## src/design/tle_pkg.sv

```systemverilog
// tle_pkg: item kinds, result kinds and character codes of the tty line editor
// no dependencies; used by the top level and its checker

package tle_pkg;

  localparam logic [1:0] KIND_RX      = 2'd0;
  localparam logic [1:0] KIND_READ    = 2'd1;
  localparam logic [1:0] KIND_DISPLAY = 2'd2;

  localparam logic [1:0] OUT_ECHO = 2'd0;
  localparam logic [1:0] OUT_DATA = 2'd1;
  localparam logic [1:0] OUT_NONE = 2'd2;

  localparam logic [7:0] CH_BS    = 8'h08;
  localparam logic [7:0] CH_DEL   = 8'h7F;
  localparam logic [7:0] CH_ESC   = 8'h1B;
  localparam logic [7:0] CH_LF    = 8'h0A;
  localparam logic [7:0] CH_CR    = 8'h0D;
  localparam logic [7:0] CH_SP    = 8'h20;
  localparam logic [7:0] CH_EOT   = 8'h04;
  localparam logic [7:0] CH_CARET = 8'h5E;

endpackage

```

## src/design/tle_ram.sv

```systemverilog
// tle_ram: generic simple dual-port ram, one write and one registered read port
// no dependencies

module tle_ram #(
  parameter int WIDTH = 8,
  parameter int DEPTH = 128
) (
  input  logic                     clk_i,
  input  logic                     we_i,
  input  logic [$clog2(DEPTH)-1:0] waddr_i,
  input  logic [WIDTH-1:0]         wdata_i,
  input  logic [$clog2(DEPTH)-1:0] raddr_i,
  output logic [WIDTH-1:0]         rdata_o
);

  logic [WIDTH-1:0] mem_q [DEPTH];
  logic [WIDTH-1:0] rdata_q;

  always_ff @(posedge clk_i) begin
    if (we_i) begin
      mem_q[waddr_i] <= wdata_i;
    end
    rdata_q <= mem_q[raddr_i];
  end

  assign rdata_o = rdata_q;

endmodule

```

## src/design/tty_line_editing_buffer.sv

```systemverilog
// tty_line_editing_buffer: canonical line editor over a ring buffer in one ram
// depends on tle_pkg and tle_ram
//
//  channel   ports                                   transfer
//  command   start, busy, kind_i, char_in_i,         start high, busy low
//            read_len_i
//  result    out_valid_o, out_kind_o, out_byte_o,    every cycle out_valid_o is high
//            last_o
//
// a received or display byte gives n = 1..3 results from the echo sequencer
// a read gives n = 1..MAX_READ results, one byte per cycle from the ram read port
// busy stays high until the cycle that shows the last result
// reset clears the three pointers; the line store is not cleared
// results cannot be stalled

module tty_line_editing_buffer
  import tle_pkg::*;
#(
  parameter int BUF_DEPTH = 128,
  parameter int MAX_READ  = 64
) (
  input  logic       clk_i,
  input  logic       rst_ni,
  input  logic       start,
  output logic       busy,
  input  logic [1:0] kind_i,
  input  logic [7:0] char_in_i,
  input  logic [6:0] read_len_i,
  output logic       out_valid_o,
  output logic [1:0] out_kind_o,
  output logic [7:0] out_byte_o,
  output logic       last_o
);

  localparam int PW = $clog2(BUF_DEPTH);

  typedef enum logic [1:0] {ST_IDLE, ST_EMIT, ST_READ} state_e;
  typedef logic [PW-1:0] ptr_t;

  function automatic ptr_t adv1(ptr_t p);
    if (p == PW'(BUF_DEPTH - 1)) begin
      return '0;
    end
    return p + PW'(1);
  endfunction

  function automatic ptr_t dec1(ptr_t p);
    if (p == '0) begin
      return PW'(BUF_DEPTH - 1);
    end
    return p - PW'(1);
  endfunction

  state_e     state_q, state_d;
  ptr_t       head_q, head_d;
  ptr_t       cooked_q, cooked_d;
  ptr_t       raw_q, raw_d;
  logic [7:0] seq_q [3];
  logic [7:0] seq_d [3];
  logic [1:0] seq_kind_q, seq_kind_d;
  logic [1:0] seq_n_q, seq_n_d;
  logic [1:0] idx_q, idx_d;
  logic [6:0] len_q, len_d;
  logic [6:0] cnt_q, cnt_d;
  logic       out_valid_q, out_valid_d;
  logic [1:0] out_kind_q, out_kind_d;
  logic [7:0] out_byte_q, out_byte_d;
  logic       last_q, last_d;

  logic       we;
  ptr_t       waddr;
  logic [7:0] wdata;
  ptr_t       raddr;
  logic [7:0] rdata;
  logic       full, afull, stop;
  logic [6:0] len_sat;
  ptr_t       head_nx;

  tle_ram #(
    .WIDTH(8),
    .DEPTH(BUF_DEPTH)
  ) u_store (
    .clk_i  (clk_i),
    .we_i   (we),
    .waddr_i(waddr),
    .wdata_i(wdata),
    .raddr_i(raddr),
    .rdata_o(rdata)
  );

  assign busy    = (state_q != ST_IDLE);
  assign full    = (head_q == adv1(raw_q));
  assign afull   = (head_q == adv1(adv1(raw_q)));
  assign len_sat = (read_len_i > 7'(MAX_READ)) ? 7'(MAX_READ) : read_len_i;
  assign head_nx = adv1(head_q);
  assign raddr   = (state_q == ST_READ) ? head_nx : head_q;
  assign stop    = (rdata == CH_LF) || (7'(cnt_q + 7'd1) == len_q) || (head_nx == cooked_q);

  always_comb begin
    state_d     = state_q;
    head_d      = head_q;
    cooked_d    = cooked_q;
    raw_d       = raw_q;
    seq_d       = seq_q;
    seq_kind_d  = seq_kind_q;
    seq_n_d     = seq_n_q;
    idx_d       = idx_q;
    len_d       = len_q;
    cnt_d       = cnt_q;
    out_valid_d = 1'b0;
    out_kind_d  = out_kind_q;
    out_byte_d  = out_byte_q;
    last_d      = last_q;
    we          = 1'b0;
    waddr       = raw_q;
    wdata       = char_in_i;

    case (state_q)
      ST_IDLE: begin
        if (start) begin
          state_d    = ST_EMIT;
          idx_d      = 2'd0;
          seq_kind_d = OUT_NONE;
          seq_n_d    = 2'd1;
          seq_d[0]   = 8'h00;
          seq_d[1]   = 8'h00;
          seq_d[2]   = 8'h00;
          case (kind_i)
            KIND_RX: begin
              if (char_in_i == CH_BS || char_in_i == CH_DEL) begin
                if (raw_q != cooked_q) begin
                  raw_d      = dec1(raw_q);
                  seq_kind_d = OUT_ECHO;
                  seq_n_d    = 2'd3;
                  seq_d[0]   = CH_BS;
                  seq_d[1]   = CH_SP;
                  seq_d[2]   = CH_BS;
                end
              end else if (char_in_i == CH_CR || char_in_i == CH_LF) begin
                if (!full) begin
                  we         = 1'b1;
                  wdata      = CH_LF;
                  raw_d      = adv1(raw_q);
                  cooked_d   = adv1(raw_q);
                  seq_kind_d = OUT_ECHO;
                  seq_n_d    = 2'd2;
                  seq_d[0]   = CH_CR;
                  seq_d[1]   = CH_LF;
                end
              end else if (char_in_i == CH_EOT) begin
                cooked_d = raw_q;
              end else if (!full && !afull) begin
                we         = 1'b1;
                raw_d      = adv1(raw_q);
                seq_kind_d = OUT_ECHO;
                seq_d[0]   = (char_in_i == CH_ESC) ? CH_CARET : char_in_i;
              end
            end
            KIND_READ: begin
              if (len_sat != 7'd0 && head_q != cooked_q) begin
                state_d = ST_READ;
                len_d   = len_sat;
                cnt_d   = 7'd0;
              end
            end
            KIND_DISPLAY: begin
              seq_kind_d = OUT_ECHO;
              if (char_in_i == CH_CR || char_in_i == CH_LF) begin
                seq_n_d  = 2'd2;
                seq_d[0] = CH_CR;
                seq_d[1] = CH_LF;
              end else begin
                seq_d[0] = char_in_i;
              end
            end
            default: begin
            end
          endcase
        end
      end
      ST_EMIT: begin
        out_valid_d = 1'b1;
        out_kind_d  = seq_kind_q;
        out_byte_d  = seq_q[idx_q];
        last_d      = (idx_q == 2'(seq_n_q - 2'd1));
        if (last_d) begin
          state_d = ST_IDLE;
        end else begin
          idx_d = idx_q + 2'd1;
        end
      end
      ST_READ: begin
        out_valid_d = 1'b1;
        out_kind_d  = OUT_DATA;
        out_byte_d  = rdata;
        last_d      = stop;
        head_d      = head_nx;
        cnt_d       = 7'(cnt_q + 7'd1);
        if (stop) begin
          state_d = ST_IDLE;
        end
      end
      default: begin
        state_d = ST_IDLE;
      end
    endcase
  end

  always_ff @(posedge clk_i or negedge rst_ni) begin
    if (!rst_ni) begin
      state_q     <= ST_IDLE;
      head_q      <= '0;
      cooked_q    <= '0;
      raw_q       <= '0;
      out_valid_q <= 1'b0;
      idx_q       <= 2'd0;
      seq_n_q     <= 2'd1;
      cnt_q       <= 7'd0;
    end else begin
      state_q     <= state_d;
      head_q      <= head_d;
      cooked_q    <= cooked_d;
      raw_q       <= raw_d;
      out_valid_q <= out_valid_d;
      idx_q       <= idx_d;
      seq_n_q     <= seq_n_d;
      cnt_q       <= cnt_d;
    end
  end

  always_ff @(posedge clk_i) begin
    seq_q      <= seq_d;
    seq_kind_q <= seq_kind_d;
    len_q      <= len_d;
    out_kind_q <= out_kind_d;
    out_byte_q <= out_byte_d;
    last_q     <= last_d;
  end

  assign out_valid_o = out_valid_q;
  assign out_kind_o  = out_kind_q;
  assign out_byte_o  = out_byte_q;
  assign last_o      = last_q;

endmodule

```

## config.mk

```make
export PLATFORM = sky130hd
export DESIGN_NAME = tty_line_editing_buffer
export DESIGN_NICKNAME = d
export VERILOG_FILES = /design/src/design/tle_pkg.sv /design/src/design/tle_ram.sv /design/src/design/tty_line_editing_buffer.sv
export SDC_FILE = /design/constraint.sdc
export NUM_CORES = 1
export LEC_CHECK = 0
export ABC_AREA = 1
export BUFFER_PORTS_ARGS = -buffer_cell sky130_fd_sc_hd__buf_4
export CAP_MARGIN = 20
export CORE_MARGIN = 3
export CORE_UTILIZATION = 25
export CTS_BUF_LIST = sky130_fd_sc_hd__clkbuf_8
export DETAILED_ROUTE_END_ITERATION = 16
export GPL_TIMING_DRIVEN = 0
export REMOVE_ABC_BUFFERS = 1
export SLEW_MARGIN = 20
export SYNTH_ARGS = -nofsm -noshare
export SYNTH_HDL_FRONTEND = slang
export SYNTH_HIERARCHICAL = 1
export SYNTH_SLANG_ARGS = --single-unit
```

## constraint.sdc

```tcl
create_clock -name clk_i -period 9.16 [get_ports clk_i]
set_input_delay 0.458 -clock clk_i [delete_from_list [all_inputs] [get_ports clk_i]]
set_output_delay 0.458 -clock clk_i [all_outputs]
set_load 0.05 [all_outputs]
```

* Word level (Yosys, flattened, before mapping) *
Memories as Yosys holds them, arrays and structs flattened. A register that Yosys moved wholly into a read port is not among the register bits.
Cells that the tools add are included.

storage, ports and cells
  bits in registers = 79
  RAM bits = 1024
  input port bits = 20
  output and inout bits = 13
  logic and storage cells = 188
  memories = 1

operators by class
  $add $sub $neg = 7
  order comparisons = 2
  equality and inequality tests = 31
  mux-type cells = 102
  bitwise operators = 2
  reduce and logical (&&, ||, !) cells = 27

memories
  name           words  bits a word  read ports  clocked after Yosys merged registers in  wr ports  RTL line       text
  u_store.mem_q  128    8            1           1                                        1         tle_ram.sv:16  logic [WIDTH-1:0] mem_q [DEPTH];

operator list
  cell                                                              count
  7-bit two-way mux                                                 23
  8-bit two-way mux                                                 14
  2-bit two-way mux                                                 18
  1-bit two-way mux                                                 33
  8-bit by 4-bit == test with 1-bit output (second input constant)  4
  16-bit one-hot mux with 2 select lines                            1
  7-bit by 1-bit adder with 7-bit output (second input constant)    4
  7-bit == test                                                     4
  7-bit == test (second input constant)                             3
  20-bit two-way mux                                                1
  8-bit binary-select mux with 2-bit select                         1
  16-bit two-way mux                                                1
  2-bit one-hot mux with 2 select lines                             4
  8-bit one-hot mux with 2 select lines                             1
  7-bit != test                                                     2
  7-bit one-hot mux with 2 select lines                             1
  12-bit two-way mux                                                1
  2-bit != test (second input constant)                             6
  2-bit nonzero test                                                5
  8-bit by 3-bit == test with 1-bit output (second input constant)  1
  8-bit by 5-bit == test with 1-bit output (second input constant)  1
  8-bit by 7-bit == test with 1-bit output (second input constant)  1
  4-bit AND reduction                                               2
  7-bit > comparator (second input constant)                        1
  other kinds (27)                                                  38

* Depth between registers and ports, before layout *
  depth in word-level cells = 21
  mapped depth = 21
  gate-level depth less buffers = 19

* By module *
Netlist, hierarchy kept.

by module, submodules not included
  module                   instances  cells each  area each (um^2)  seq. area each (um^2)
  tle_ram                  1          3575        42104.1           30909.6
  tty_line_editing_buffer  1          551         4406.7            1778.0

* Worst setup path before layout *
No wires, ideal clock.

  kind = reg-to-reg
  start = register raw_q[0]
  end = memory u_store.mem_q[0][0] (data pin)
  setup time = 0.486 ns
  data arrival time = 3.331 ns
  required time = 8.674 ns
  path slack = 5.342 ns
  cell stages (with the launch flop) = 10
  path buffers = 1
  clock period less this slack = 3.818 ns
  cell sequence = dfrtp_1 > buf_2 > inv_1 > ha_1 > xor2_1 > nor4_4 > nand3_4 > nand3_1 > nand2_1 > inv_1

between the ends
  word-level cells in the longest chain between the ends = 10
  elaborated cells on any way between the ends = 11
  those cells by class = 1 x add/sub; 2 x eq/ne; 8 x mux

ends and longest elaborated chain
  what                                                                                            RTL line                        text
  from (decl)                                                                                     tty_line_editing_buffer.sv:57   ptr_t raw_q, raw_d;
  from (signal assigned)                                                                          tty_line_editing_buffer.sv:223  raw_q <= raw_d;
  parallel branches: the longest is 2 deep, another holds 7-bit by 1-bit adder with 7-bit output  -
  7-bit two-way mux (*)                                                                           tty_line_editing_buffer.sv:44   return p + PW'(1);
  7-bit == test (*)                                                                               tty_line_editing_buffer.sv:92   assign full = (head_q == adv1(raw_q));
  8-bit two-way mux (*)                                                                           tty_line_editing_buffer.sv:140  if (!full) begin
  8-bit two-way mux (*)                                                                           tty_line_editing_buffer.sv:139  end else if (char_in_i == CH_CR || char_in_i == CH_LF) begin
  8-bit two-way mux (*)                                                                           tty_line_editing_buffer.sv:130  if (char_in_i == CH_BS || char_in_i == CH_DEL) begin
  8-bit two-way mux (*)                                                                           tty_line_editing_buffer.sv:128  case (kind_i)
  8-bit two-way mux (*)                                                                           tty_line_editing_buffer.sv:120  if (start) begin
  8-bit two-way mux (*)                                                                           tty_line_editing_buffer.sv:118  case (state_q)
  via wdata[0]                                                                                    tty_line_editing_buffer.sv:72   logic [7:0] wdata;
  to (decl)                                                                                       tle_ram.sv:16

Mark *: on every way through the listed nets, which the timed path passes.

* Final worst setup path *
  start = register state_q[0]
  end = register u_store.rdata_q[6], in the netlist u_store/rdata_o[6] (read register of u_store.mem_q)

between the ends
  word-level cells in the longest chain between the ends = 2

ends and longest elaborated chain
  what                    RTL line                        text
  from (decl)             tty_line_editing_buffer.sv:54   state_e state_q, state_d;
  from (signal assigned)  tty_line_editing_buffer.sv:220  state_q <= state_d;
  2-bit == test           tty_line_editing_buffer.sv:96   assign raddr = (state_q == ST_READ) ? head_nx : head_q;
  7-bit two-way mux       -
  to (decl)               tle_ram.sv:17                   logic [WIDTH-1:0] rdata_q;

Every way passes these cells.
A chain may end at the register's enable or synchronous reset.

==> results.tsv <==
stage	metric	value	unit
timing	finalCriticalPeriod	6415	ps
final_layout	final_nets	4188	
floorplan	fp.dieW	437.3	um
pwr	p_leak	0.01867	uW
timing	finalSetupViolCount	0	
grt	top_usage_layer	met2	
run	max-cap-violations	0	
clock_tree	root_buffer	clkbuf_8	
timing	worst_pin_slew	1053	ps
worst_setup_path	crit_arrival	7220	ps
grt	use_met1	16.14	%
floorplan	initial_core_util	25.27	%
timing	hold_slack	102.4	ps
grt	globalRouteTotalUtil	12.31	%
clock_tree	numCtsBuffers	167	
logic_synthesis	synth_flop_cell	edfxtp_1	
floorplan	design.core.area	184100	um2
detailed_routing	drtIter0Drc	2835	
logic_synthesis	yosysMostFrequentCell	nand2_1	
logic_synthesis	ys_seq_area_share	70.28	%
detailed_routing	firstDrtPassIters	8	
detailed_routing	postRouteAntennaNets	0	
timing	slew_headroom	29.03	%
logic_synthesis	syn_area_per_cell	11.27	um2
floorplan	rows	157	
grt	use_met3	2.180	%
worst_setup_path	cp-end-kind	flip-flop	
final_layout	drive_gt1_share	8.423	%
final_layout	area_delta_synth_final	14.92	%
grt	grt_util_met2	20.09	%
logic_synthesis	async_flop_share	3.191	%
grt	antenna_found_initial	1	
grt	grt_max_degree	152	
logic_synthesis	syn-instance-count	4126	
logic_synthesis	yosysTopAreaCellShare	68.05	%
grt	overflow	0	
grt	grt_pass1_wl	183500	um
pwr	power	13090	uW
clock_tree	h-tree-depth	4	
logic_synthesis	ys_ff_latch	1097	
floorplan	die_h	437.3	um
detailed_routing	route.detailed.drc	0	
logic_synthesis	yosys_warnings	6	
clock_tree	clock_latency	880	ps
logic_synthesis	synth_area_leader_cell	edfxtp_1	
logic_synthesis	synth_edf_count	1054	
detailed_routing	routed_wl	120200	um
clock_tree	cts.clk_slew.worst_paths	60	ps
clock_tree	cts_tree	built	
logic_synthesis	synth_cell_types	49	
timing	drv_slew	0	
floorplan	dieArea	191300	um2
detailed_routing	wl_per_cell	17.80	um
grt	grt_pass1_vias	29734	
logic_synthesis	netlist_top_cells_count	nand2_1 (1,337), edfxtp_1 (1,054), nand3_1 (972)	
clock_tree	postCtsSetupBuffers	0	
final_layout	n_fill_cell	18661	
worst_setup_path	required	9970	ps
status	status	complete, no violations	
detailed_routing	viasPerCell	4.610	
timing	finalCritPeriodShare	70.04	%
pwr	powerDensity	244.9	nW/um2
pwr	vdd_drop_max	295.6	uV
placement	dp_slack	2764	ps
worst_setup_path	worst_setup_path_start_kind	flip-flop	
worst_hold_path	min_path_type	input port to flip-flop	
placement	gp_congestion	0.8846	
clock_tree	clockBufferDepth	3	
placement	io_buffers	32	
placement	dp_hpwl	71230	um
worst_setup_path	crit_fanout	151	
detailed_routing	vias	31125	
logic_synthesis	syn-cell-area	46510	um2
timing	rsz0062_at_grt	no	
timing	max_freq	0.1559	GHz
timing	clock_skew	49.87	ps
timing	worst_slack	2745	ps
floorplan	ioPinCount	33	
timing	hold_viol	0	
clock_tree	numClockSinks	1097	
worst_setup_path	critPathKind	flip-flop to flip-flop	
logic_synthesis	synthTopCellsByArea	edfxtp_1 (68%), nand2_1 (11%), nand3_1 (10%), dfrtp_1 (1.8%), nor2_1 (1.5%)	
-- worst paths after layout --
path | startpoint | endpoint | slack [ps] | depth (start not counted)
worst min-delay path | char_in_i[4] | u_store/mem_q[37][4] | 100 | 1
worst min register to register | seq_n_q[0] | seq_n_q[0] | 510 | 2
worst max-delay path | state_q[0] | u_store/rdata_o[6] | 2740 | 24
max in group asynchronous | rst_ni | head_q[4] | 8660 | 2
worst max register to register | state_q[0] | u_store/rdata_o[6] | 2740 | 24
min in group asynchronous | rst_ni | head_q[2] | 130 | 2
-- cell families (layout without fill, tap and decap cells) --
kind of cell	after synthesis	in the layout	share of synthesized area, %
and+or+nand+nor	2550	2550	23.62
DFF	1097	1097	70.28
buffers and inverters	344	504	3.874
AOI/OAI and AO/OA	82	82	1.124
xor gates and xnor gates	43	43	0.8420
adders and majority gates	9	9	0.2421
muxes	1	1	0.02152
other	0	1	0
-- routing by layer --
| metal | part of all wire (%) | vias up |
|---|---|---|
| met2 | 48 | 1158 |
| met5 | 0 | - |
| li1 | - | 14513 |
| met3 | 6.7 | 226 |
| met1 | 42 | 15228 |
| met4 | 3.4 | 0 |
-- cells in the final DEF, fill, tap and decap left out, drive strengths merged, types with 3 or more instances in the layout --
cell type and count:
buf 99, clkinv 64, nand2 1344, a21boi 3, xor2 25, o22ai 8
dlygate4sd3 16, nor3 18, nand4 11, inv 146, dfrtp 34, a21oi 11
clkbuf 175, nor4 8, o21ai 44, xnor2 18, nor2 186, clkinvlp 4
a32o 5, dfxtp 8, nand3 977, ha 9, edfxtp 1054, or2 6
-- timing repair --
| item | CTS | global route |
|---|---|---|
| hold endpoints to repair | 94 | 0 |
| hold buffers | 16 | 0 |
| gates resized for setup | 0 | 0 |
-- power by group --
group / leakage, uW / internal, uW / total (uW) / switching (uW)
sequential: 0.0100 / 5610 / 5710 / 102
clock: 0.00170 / 1770 / 3660 / 1880
combinational: 0.00694 / 1190 / 3720 / 2530
total: 0.0187 / 8580 / 13100 / 4520
-- worst max-delay path: stages, from the launching register on --
cell and delay [ps]:
dfrtp_1 400, inv_1 100, ha_1 720, inv_1 580, nand2_1 250, o21ai_4 190
buf_16 250, buf_16 170, buf_16 180, buf_16 170, buf_16 170, inv_16 240
buf_16 420, buf_16 450, buf_16 510, nand2_1 110, nand3_1 100, nand3_1 100
nand3_1 170, nand2_1 170, nand2_1 100, nand3_1 90, nand2_1 180, nand2_1 110
nand2_1 70
-- area by class of cell --
| class | instances | area (um2) | area share [%] |
|---|---|---|---|
| clock buffers | 175 | 2409 | 4.506 |
| flip-flops and latches | 1097 | 32690 | 61.15 |
| repair buffers | 115 | 2200 | 4.115 |
| clock inverters | 121 | 564.3 | 1.056 |
| diodes | 1 | 2.502 | 0.004682 |
| well taps | 2464 | 3083 | 5.768 |
| multi-input cells | 2685 | 12110 | 22.66 |
| inverters | 93 | 392.9 | 0.7350 |
-- flip-flops by register name, summed over array words and instances (netlist names), 2 cells and up --
signal,cells
head_q,7
seq_n_q,2
out_byte_o,8
raw_q,7
len_q,7
seq_q,11
u_store/mem_q,1024
idx_q,2
u_store/rdata_o,8
state_q,2
out_kind_o,2
cnt_q,7
cooked_q,7
-- through the flow --
step	area, um2	TNS (ps)	std cells	utilization, %
after floorplan	45070	-292490	3875	-
after global placement	48390	-719930	6371	26.29
after detailed placement	50320	0	6438	27.34
after CTS	53450	0	6750	29.04
after global routing	53450	0	6751	29.04
final	53450	0	6751	29.04
Note: power is estimated with default switching activity, not from simulation.
